--- src/hw/rtl/cfbf_pkg.sv ---
// shared types, register map and defaults for the csv field boundary finder
`default_nettype none

package cfbf_pkg;

    // default sizing handed to the top level parameters
    localparam int OFFSET_BITS_DEF = 24;
    localparam int MAX_COLUMNS_DEF = 4096;

    // fixed field widths
    localparam int BYTE_BITS   = 8;
    localparam int ROWS_BITS   = 24;
    localparam int COLS_BITS   = 13;
    localparam int OUT_OFFSET_BITS = 24;
    localparam int DATA_BITS   = 32;
    localparam int ADDR_BITS   = 5;
    localparam int INDEX_BITS  = 3;

    // register indexes (byte address is 4 * index)
    typedef enum logic [INDEX_BITS-1:0] {
        REG_SEPARATOR = 3'd0,
        REG_ROW_DELIM = 3'd1,
        REG_QUOTE     = 3'd2,
        REG_ESCAPE    = 3'd3,
        REG_ROWS      = 3'd4,
        REG_COLUMNS   = 3'd5
    } t_reg_index;

    // reset values of the registers
    localparam logic [BYTE_BITS-1:0] SEPARATOR_RST = 8'd44;
    localparam logic [BYTE_BITS-1:0] ROW_DELIM_RST = 8'd10;
    localparam logic [BYTE_BITS-1:0] QUOTE_RST     = 8'd34;
    localparam logic [BYTE_BITS-1:0] ESCAPE_RST    = 8'd34;
    localparam logic [ROWS_BITS-1:0] ROWS_RST      = 24'd65535;
    localparam logic [COLS_BITS-1:0] COLUMNS_RST   = 13'd1;

    // configuration seen by the scanner
    typedef struct packed {
        logic [BYTE_BITS-1:0] separator;
        logic [BYTE_BITS-1:0] row_delim;
        logic [BYTE_BITS-1:0] quote;
        logic [BYTE_BITS-1:0] escape;
        logic [ROWS_BITS-1:0] rows_per_chunk;
        logic [COLS_BITS-1:0] columns_per_row;
    } t_cfg;

endpackage

`default_nettype wire

--- src/hw/rtl/csv_field_boundary_finder.sv ---
// top level of the csv field boundary finder: byte register, scan logic, result register
//
//   channel   direction  handshake                   word
//   text in   input      i_in_valid / o_in_ready     i_text_byte
//   boundary  output     o_out_valid / i_out_ready   offset, row_end, chunk_end, mismatch
//   config    input      psel / penable / pready     apb write, read via prdata
//
// one byte per cycle unless a field end waits for the result register; a byte
// goes from the input register through a few byte compares and counter updates
// into the result register, so a result is valid the cycle after the edge that
// moves its byte out of the input register. synchronous active-low reset clears
// all scan state, both valid flags and the config registers, not the payloads.
// a byte that ends no field moves on even while a result waits downstream; a byte
// that ends a field waits in the input register until the result register is free.
`default_nettype none

module csv_field_boundary_finder #(
    parameter int OFFSET_BITS = cfbf_pkg::OFFSET_BITS_DEF,
    parameter int MAX_COLUMNS = cfbf_pkg::MAX_COLUMNS_DEF
) (
    input  wire logic                                 i_clk,
    input  wire logic                                 i_rst_n,
    // configuration port
    input  wire logic                                 psel,
    input  wire logic                                 penable,
    input  wire logic                                 pwrite,
    input  wire logic [cfbf_pkg::ADDR_BITS-1:0]       paddr,
    input  wire logic [cfbf_pkg::DATA_BITS-1:0]       pwdata,
    output logic      [cfbf_pkg::DATA_BITS-1:0]       prdata,
    output logic                                      pready,
    // text input
    input  wire logic                                 i_in_valid,
    output logic                                      o_in_ready,
    input  wire logic [cfbf_pkg::BYTE_BITS-1:0]       i_text_byte,
    // boundary output
    output logic                                      o_out_valid,
    input  wire logic                                 i_out_ready,
    output logic      [cfbf_pkg::OUT_OFFSET_BITS-1:0] o_field_end_offset,
    output logic                                      o_row_end,
    output logic                                      o_chunk_end,
    output logic                                      o_column_mismatch
);
    import cfbf_pkg::*;

    // field counter holds up to MAX_COLUMNS + 1
    localparam int FW = $clog2(MAX_COLUMNS + 2);
    localparam int CW = (FW > COLS_BITS) ? FW : COLS_BITS;
    localparam logic [FW-1:0] FIELDS_SAT = FW'(MAX_COLUMNS + 1);
    localparam logic [CW-1:0] COLS_MAX   = CW'(MAX_COLUMNS);

    t_cfg w_cfg;

    cfbf_regs u_regs (
        .i_clk   (i_clk),
        .i_rst_n (i_rst_n),
        .psel    (psel),
        .penable (penable),
        .pwrite  (pwrite),
        .paddr   (paddr),
        .pwdata  (pwdata),
        .prdata  (prdata),
        .pready  (pready),
        .o_cfg   (w_cfg)
    );

    // input register
    logic                   r_in_valid;
    logic [BYTE_BITS-1:0]   r_in_byte;

    // scan state
    logic                   r_quoted,     n_quoted;
    logic [BYTE_BITS-1:0]   r_prev_byte,  n_prev_byte;
    logic                   r_at_start,   n_at_start;
    logic [OFFSET_BITS-1:0] r_offset,     n_offset;
    logic [FW-1:0]          r_fields,     n_fields;
    logic [ROWS_BITS-1:0]   r_rows,       n_rows;

    // result register
    logic                       r_out_valid;
    logic [OUT_OFFSET_BITS-1:0] r_out_offset;
    logic                       r_out_row_end;
    logic                       r_out_chunk_end;
    logic                       r_out_mismatch;

    logic                 w_is_sep, w_is_del, w_is_quote, w_escaped;
    logic                 w_quotes_after, w_row_done, w_has_res, w_close;
    logic                 w_mismatch, w_advance, w_out_free;
    logic [ROWS_BITS-1:0] w_rows_inc;
    logic [CW-1:0]        w_cols, w_expect;
    logic [FW-1:0]        w_fields_base;

    // byte roles and quote tracking
    assign w_is_sep   = (r_in_byte == w_cfg.separator);
    assign w_is_del   = (r_in_byte == w_cfg.row_delim);
    assign w_is_quote = (r_in_byte == w_cfg.quote);
    assign w_escaped  = (w_cfg.quote != w_cfg.escape) && !r_at_start
                        && (r_prev_byte == w_cfg.escape);
    assign w_quotes_after = (w_is_quote && !w_escaped) ? !r_quoted : r_quoted;

    // row completion and chunk close
    assign w_row_done = w_is_del && !w_quotes_after;
    assign w_rows_inc = r_rows + 1'b1;
    assign w_close    = w_row_done && (w_cfg.rows_per_chunk != '0)
                        && (w_rows_inc >= w_cfg.rows_per_chunk);
    assign w_cols     = CW'(w_cfg.columns_per_row);
    assign w_expect   = (w_cols > COLS_MAX) ? COLS_MAX : w_cols;
    assign w_mismatch = (CW'(r_fields) != w_expect);

    // a field ends on separator or delimiter outside quotes, never on a quote
    assign w_has_res  = (w_is_sep || w_is_del) && !w_quotes_after && !w_is_quote;

    // flow control
    assign w_out_free = !r_out_valid || i_out_ready;
    assign w_advance  = r_in_valid && (!w_has_res || w_out_free);
    assign o_in_ready = !r_in_valid || w_advance;

    // next scan state
    always_comb begin
        n_quoted      = r_quoted;
        n_prev_byte   = r_prev_byte;
        n_at_start    = r_at_start;
        n_offset      = r_offset;
        n_fields      = r_fields;
        n_rows        = r_rows;
        w_fields_base = w_row_done ? '0 : r_fields;
        if (w_advance) begin
            n_quoted    = w_quotes_after;
            n_prev_byte = r_in_byte;
            n_rows      = w_row_done ? w_rows_inc : r_rows;
            n_fields    = (w_has_res && (w_fields_base < FIELDS_SAT))
                          ? w_fields_base + 1'b1 : w_fields_base;
            if (w_close) begin
                n_quoted    = 1'b0;
                n_at_start  = 1'b1;
                n_offset    = '0;
                n_fields    = FW'(1);
                n_rows      = '0;
            end else begin
                n_at_start  = 1'b0;
                n_offset    = r_offset + 1'b1;
            end
        end
    end

    // control and state registers
    always_ff @(posedge i_clk) begin
        if (!i_rst_n) begin
            r_in_valid  <= 1'b0;
            r_out_valid <= 1'b0;
            r_quoted    <= 1'b0;
            r_prev_byte <= '0;
            r_at_start  <= 1'b1;
            r_offset    <= '0;
            r_fields    <= FW'(1);
            r_rows      <= '0;
        end else begin
            if (o_in_ready) begin
                r_in_valid <= i_in_valid;
            end
            if (w_advance && w_has_res) begin
                r_out_valid <= 1'b1;
            end else if (i_out_ready) begin
                r_out_valid <= 1'b0;
            end
            r_quoted    <= n_quoted;
            r_prev_byte <= n_prev_byte;
            r_at_start  <= n_at_start;
            r_offset    <= n_offset;
            r_fields    <= n_fields;
            r_rows      <= n_rows;
        end
    end

    // payload registers
    always_ff @(posedge i_clk) begin
        if (o_in_ready && i_in_valid) begin
            r_in_byte <= i_text_byte;
        end
        if (w_advance && w_has_res) begin
            r_out_offset    <= OUT_OFFSET_BITS'(r_offset);
            r_out_row_end   <= w_row_done;
            r_out_chunk_end <= w_close;
            r_out_mismatch  <= w_row_done && w_mismatch;
        end
    end

    assign o_out_valid        = r_out_valid;
    assign o_field_end_offset = r_out_offset;
    assign o_row_end          = r_out_row_end;
    assign o_chunk_end        = r_out_chunk_end;
    assign o_column_mismatch  = r_out_mismatch;

endmodule

`default_nettype wire

--- src/hw/rtl/cfbf_regs.sv ---
// apb-style configuration registers of the csv field boundary finder
`default_nettype none

module cfbf_regs (
    input  wire logic                           i_clk,
    input  wire logic                           i_rst_n,
    input  wire logic                           psel,
    input  wire logic                           penable,
    input  wire logic                           pwrite,
    input  wire logic [cfbf_pkg::ADDR_BITS-1:0] paddr,
    input  wire logic [cfbf_pkg::DATA_BITS-1:0] pwdata,
    output logic      [cfbf_pkg::DATA_BITS-1:0] prdata,
    output logic                                pready,
    output cfbf_pkg::t_cfg                      o_cfg
);
    import cfbf_pkg::*;

    t_cfg       r_cfg;
    t_cfg       n_cfg;
    t_reg_index w_index;
    logic       w_write;

    assign w_index = t_reg_index'(paddr[ADDR_BITS-1:2]);
    assign w_write = psel && penable && pwrite;
    assign pready  = 1'b1;
    assign o_cfg   = r_cfg;

    // register write decode
    always_comb begin
        n_cfg = r_cfg;
        if (w_write) begin
            case (w_index)
                REG_SEPARATOR: n_cfg.separator       = pwdata[BYTE_BITS-1:0];
                REG_ROW_DELIM: n_cfg.row_delim       = pwdata[BYTE_BITS-1:0];
                REG_QUOTE:     n_cfg.quote           = pwdata[BYTE_BITS-1:0];
                REG_ESCAPE:    n_cfg.escape          = pwdata[BYTE_BITS-1:0];
                REG_ROWS:      n_cfg.rows_per_chunk  = pwdata[ROWS_BITS-1:0];
                REG_COLUMNS:   n_cfg.columns_per_row = pwdata[COLS_BITS-1:0];
                default:       n_cfg = r_cfg;
            endcase
        end
    end

    always_ff @(posedge i_clk) begin
        if (!i_rst_n) begin
            r_cfg.separator       <= SEPARATOR_RST;
            r_cfg.row_delim       <= ROW_DELIM_RST;
            r_cfg.quote           <= QUOTE_RST;
            r_cfg.escape          <= ESCAPE_RST;
            r_cfg.rows_per_chunk  <= ROWS_RST;
            r_cfg.columns_per_row <= COLUMNS_RST;
        end else begin
            r_cfg <= n_cfg;
        end
    end

    // read mux
    always_comb begin
        case (w_index)
            REG_SEPARATOR: prdata = DATA_BITS'(r_cfg.separator);
            REG_ROW_DELIM: prdata = DATA_BITS'(r_cfg.row_delim);
            REG_QUOTE:     prdata = DATA_BITS'(r_cfg.quote);
            REG_ESCAPE:    prdata = DATA_BITS'(r_cfg.escape);
            REG_ROWS:      prdata = DATA_BITS'(r_cfg.rows_per_chunk);
            REG_COLUMNS:   prdata = DATA_BITS'(r_cfg.columns_per_row);
            default:       prdata = '0;
        endcase
    end

endmodule

`default_nettype wire
--- config.mk ---
export PLATFORM = sky130hd
export DESIGN_NAME = csv_field_boundary_finder
export DESIGN_NICKNAME = d
export VERILOG_FILES = /design/src/hw/rtl/cfbf_pkg.sv /design/src/hw/rtl/csv_field_boundary_finder.sv /design/src/hw/rtl/cfbf_regs.sv
export SDC_FILE = /design/constraint.sdc
export NUM_CORES = 1
export LEC_CHECK = 0
export BUFFER_PORTS_ARGS = -buffer_cell sky130_fd_sc_hd__buf_2
export CAP_MARGIN = 20
export CORE_ASPECT_RATIO = 1.25
export CORE_MARGIN = 5
export CORE_UTILIZATION = 36
export DETAILED_ROUTE_END_ITERATION = 7
export GPL_TIMING_DRIVEN = 0
export SYNTH_ARGS = -nofsm -noshare
export SYNTH_HDL_FRONTEND = slang
export SYNTH_SLANG_ARGS = --single-unit
export TNS_END_PERCENT = 50
--- constraint.sdc ---
create_clock -name i_clk -period 3.9 [get_ports i_clk]
set_input_delay 0.585 -clock i_clk [delete_from_list [all_inputs] [get_ports i_clk]]
set_output_delay 0.585 -clock i_clk [all_outputs]
set_load 0.02 [all_outputs]
==> flow_summary.rst <==
.. list-table::
   :header-rows: 1

   * - Metric
     - Value
   * - Leading cell type by number of instances after synthesis
     - nand2_1
   * - Power density over the cells
     - 334 nW/µm²
   * - Number of storage elements in the synthesis netlist
     - 177
   * - Average size of a mapped cell
     - 8.80 µm²
   * - Residual DRC count
     - 0
   * - Hold Crit Endpoint
     - r_in_byte[1]
   * - Post-synth top area cell
     - dfxtp_1
   * - TritonCTS buffer count
     - 17
   * - Final-report setup violation count
     - 0
   * - Sequential fraction of the synthesis area
     - 0.421
   * - Actual slew at the worst max-slew pin
     - 0.961 ns
   * - Final Routed Wirelength
     - 27.2 mm
   * - Number of antenna violations at the first check in global routing
     - 1
   * - Total GRT Usage
     - 0.183
   * - Core outline area
     - 25300 µm²
   * - Final HPWL from detailed placement
     - 20.4 mm
   * - XOR/XNOR Fraction of Synth Area
     - 0.0833
   * - Number of levels the H-tree was split into
     - 4
   * - Clock net sink count
     - 177
   * - Standard cell with the maximum stage delay on the critical path
     - or4_4
   * - Hold Vio Cnt, Final
     - 0
   * - Library cell used as clock root buffer
     - clkbuf_16
   * - Launch instance of the worst register-to-register path
     - r_rows[6]
   * - Post-Route Skew
     - 0.0129 ns
   * - Maximum number of pins on one net before global-route repair
     - 22
   * - Area contributors post-synth
     - dfxtp_1 31%, edfxtp_1 11%, nand2_1 6.3%
   * - Total gr overflow
     - 0
   * - Initial Util
     - 0.366
   * - Number of enable flip-flop cells after synthesis
     - 35
   * - I/O pin total
     - 114
   * - Leading register cell type out of synthesis
     - dfxtp_1
   * - Maximum frequency from static timing analysis
     - 0.262 GHz
   * - Gate family responsible for the most delay along the worst path
     - simple AND/OR/NAND/NOR gates
   * - YS warnings
     - 0
   * - Number of buffer cells added on primary ports
     - 93
   * - Result of the run
     - finished, final reports clean
   * - Overall die area
     - 29000 µm²
   * - Synthesized instance count
     - 1052
   * - Type of the setup path with the least slack
     - flip-flop to flip-flop
   * - Final standard cell utilization of the core
     - 0.445
   * - Sort of element at the end of the critical path
     - flip-flop
   * - # rows
     - 65
   * - Normalized max-slew margin
     - 0.356
   * - Worst path arrival time
     - 4.14 ns
   * - Critical Path Source
     - r_rows[6]
   * - Leak
     - 0.00436 µW
   * - Unrepaired setup endpoints after global routing
     - true
   * - Clock Latency Late Sink
     - 0.44 ns
   * - Share of flip-flops with an asynchronous set or reset
     - 0
   * - Syn-to-layout area delta
     - 21.5%
   * - Peak ir drop on the vdd network
     - 306 µV
   * - Global placement routability congestion
     - 0.914
   * - Number of distinct library cells after synthesis
     - 79
   * - Synth Area in Adders
     - 0.0365
   * - Area share of and/or/nand/nor cells after synthesis
     - 0.223
   * - Cell depth of the worst min-delay path
     - 1
   * - Wirelength per Cell
     - 17.6 µm
   * - Clock period minus final worst setup slack
     - 3.81 ns
   * - Multiplexer fraction of the synthesized cell area
     - 0.0580
   * - Worst-path maximum fanout
     - 6
   * - Slowest cell delay on critical path
     - 0.56 ns
   * - Cell mode on critical path
     - nand3_4
   * - Number of max-cap violations
     - 0
   * - First-pass GRT wire length
     - 42.5 mm
   * - Setup slack on the worst flop-to-flop path
     - 0.09 ns
   * - Data required time of the critical path
     - 4.23 ns
   * - Post-layout net count
     - 1277
   * - Critical path launch point type
     - flip-flop
   * - Height of the die
     - 189 µm
   * - Count of vias placed by the detailed router
     - 8122
   * - Number of antenna-violating nets in the routed design
     - 0
   * - Max-slew violation count
     - 0
   * - Number of global-route vias before repair
     - 7824
   * - Overall die width
     - 153 µm
   * - Top cells by instance count after synthesis
     - 156 x nand2_1, 142 x dfxtp_1, 101 x nor2_1, 59 x a21oi_1, 57 x xor2_1
   * - Netlist area before placement
     - 9260 µm²
   * - Final critical-path share of the clock period
     - 0.978
   * - Cells along the critical path
     - nand3_4 > or4_4 > nor3_4 > buf_6 > nand3_4 > xnor2_2 > ha_1 > nand4_1 > nor4_2 > o211ai_1 > o211a_1 > o21ai_4 > nand3_4 > o21ai_4 > buf_12 > buf_8 > nor2_1
   * - Type of the worst min-delay path
     - input pin to flip-flop
   * - Synth Area in Compound Gates
     - 0.126
   * - DRC violation total after the first TritonRoute iteration
     - 490
   * - Sum of negative setup slack
     - 0 ns
   * - Mean number of vias per cell
     - 5.25
   * - Largest family of logic cells by synthesized area
     - simple AND/OR/NAND/NOR gates
   * - Start point of the worst hold path
     - i_text_byte[1]
   * - Number of detailed-routing iterations run before antenna repair
     - 5
   * - Number of buffers and inverters on the critical path
     - 3
   * - Worst Reg2Reg Path Length in Cells
     - 17
   * - Maximum clock insertion buffer count
     - 2
   * - Clock-pin slew reported for the worst setup and hold paths after clock tree synthesis
     - 0.06 ns
   * - Hold-fix buffers at CTS
     - 0
   * - Worst flop-to-flop path endpoint
     - r_offset[17]
   * - Share of layout cells above drive strength 1
     - 0.203
   * - Clock tree from TritonCTS
     - yes
   * - Portion of synthesized cell area occupied by the leading cell type
     - 0.307
## kinds of logic after synthesis
kind of cell,count (synthesis)
XOR/XNOR,88
adder cells (fa/ha/maj),27
multiplexers,52
other,2
buffers and inverters,110
AND/OR/NAND/NOR,421
AO/OA/AOI/OAI,175
flip-flops,177
## routing by layer
layer,global-route usage,vias to the layer above,wire length (µm)
li1,-,3958,-
met1,0.226,3886,11700
met2,0.321,227,13500
met3,0.0304,51,1200
met4,0.0656,0,758
met5,0,-,0
## worst reg2reg max path, cell delays in order (launching register included)
cell and delay, ns:
dfxtp_4 0.38, nand3_4 0.08, or4_4 0.56, nor3_4 0.25, buf_6 0.14, nand3_4 0.08, xnor2_2 0.17, ha_1 0.31
nand4_1 0.15, nor4_2 0.33, o211ai_1 0.13, o211a_1 0.27, o21ai_4 0.11, nand3_4 0.14, o21ai_4 0.29, buf_12 0.15
buf_8 0.12, nor2_1 0.05
## area by class of cell
type	instances	area [µm²]
fillers	2476	14000
inverters	48	180
diodes	1	2.50
flip-flops and latches	177	3920
clock buffers	18	429
repair buffers	126	774
clock inverters	14	91.3
well taps	335	419
multi-input cells	772	5140
plain buffers	56	290
## stage by stage
| stage | hold WS [ns] | std cells | worst slack [ns] | area, µm² | power [µW] |
|---|---|---|---|---|---|
| after floorplan | 0.427 | 1059 | -0.00371 | 9280 | 2120 |
| after global placement | 0.451 | 1487 | -1.34 | 10200 | 2230 |
| after detailed placement | 0.460 | 1489 | -1.45 | 10200 | 2230 |
| after CTS | 0.305 | 1523 | 0.00192 | 10900 | 3770 |
| after global routing | 0.305 | 1547 | -0.0825 | 11200 | 3890 |
| final | 0.327 | 1547 | 0.0867 | 11200 | 3760 |
## worst max-delay path by stage
stage / end / cells past startpoint
floorplan: r_offset[10] / 17
global placement: r_offset[22] / 16
detailed placement: r_offset[20] / 16
CTS: r_rows[17] / 17
global route: r_offset[9] / 17
finish: r_offset[17] / 17
## flip-flops by register name, indices dropped and copies added, names as in the netlist, 8 cells and up
signal and flops:
u_regs.o_cfg 69, o_field_end_offset 24, r_offset 24, r_rows 24, r_fields 13, r_in_byte 8
r_prev_byte 8
## where the power goes
part | switching, µW | internal, µW
sequential | 33.8 | 1880
clock | 747 | 810
combinational | 183 | 102
total | 964 | 2790
## cells in the final DEF (no fill, tap or decap), types with 26 or more instances in the layout
cell type    n
nand2_1    155
dfxtp_1    132
buf_2       99
nor2_1      96
a21oi_1     59
xor2_1      57
mux2i_1     48
inv_1       46
nand3_1     38
buf_4       35
edfxtp_1    35
xnor2_1     28
clkbuf_1    26
ha_1        26
## what timing repair did
action / 4_1_cts / 5_1_grt
endpoints found under the setup margin: 54 / 53
buffers inserted: 4 / 25
pin swaps: 6 / 20
resized for setup: 27 / 55
cloned: 0 / 2
Power figures use the tool's default switching activity.
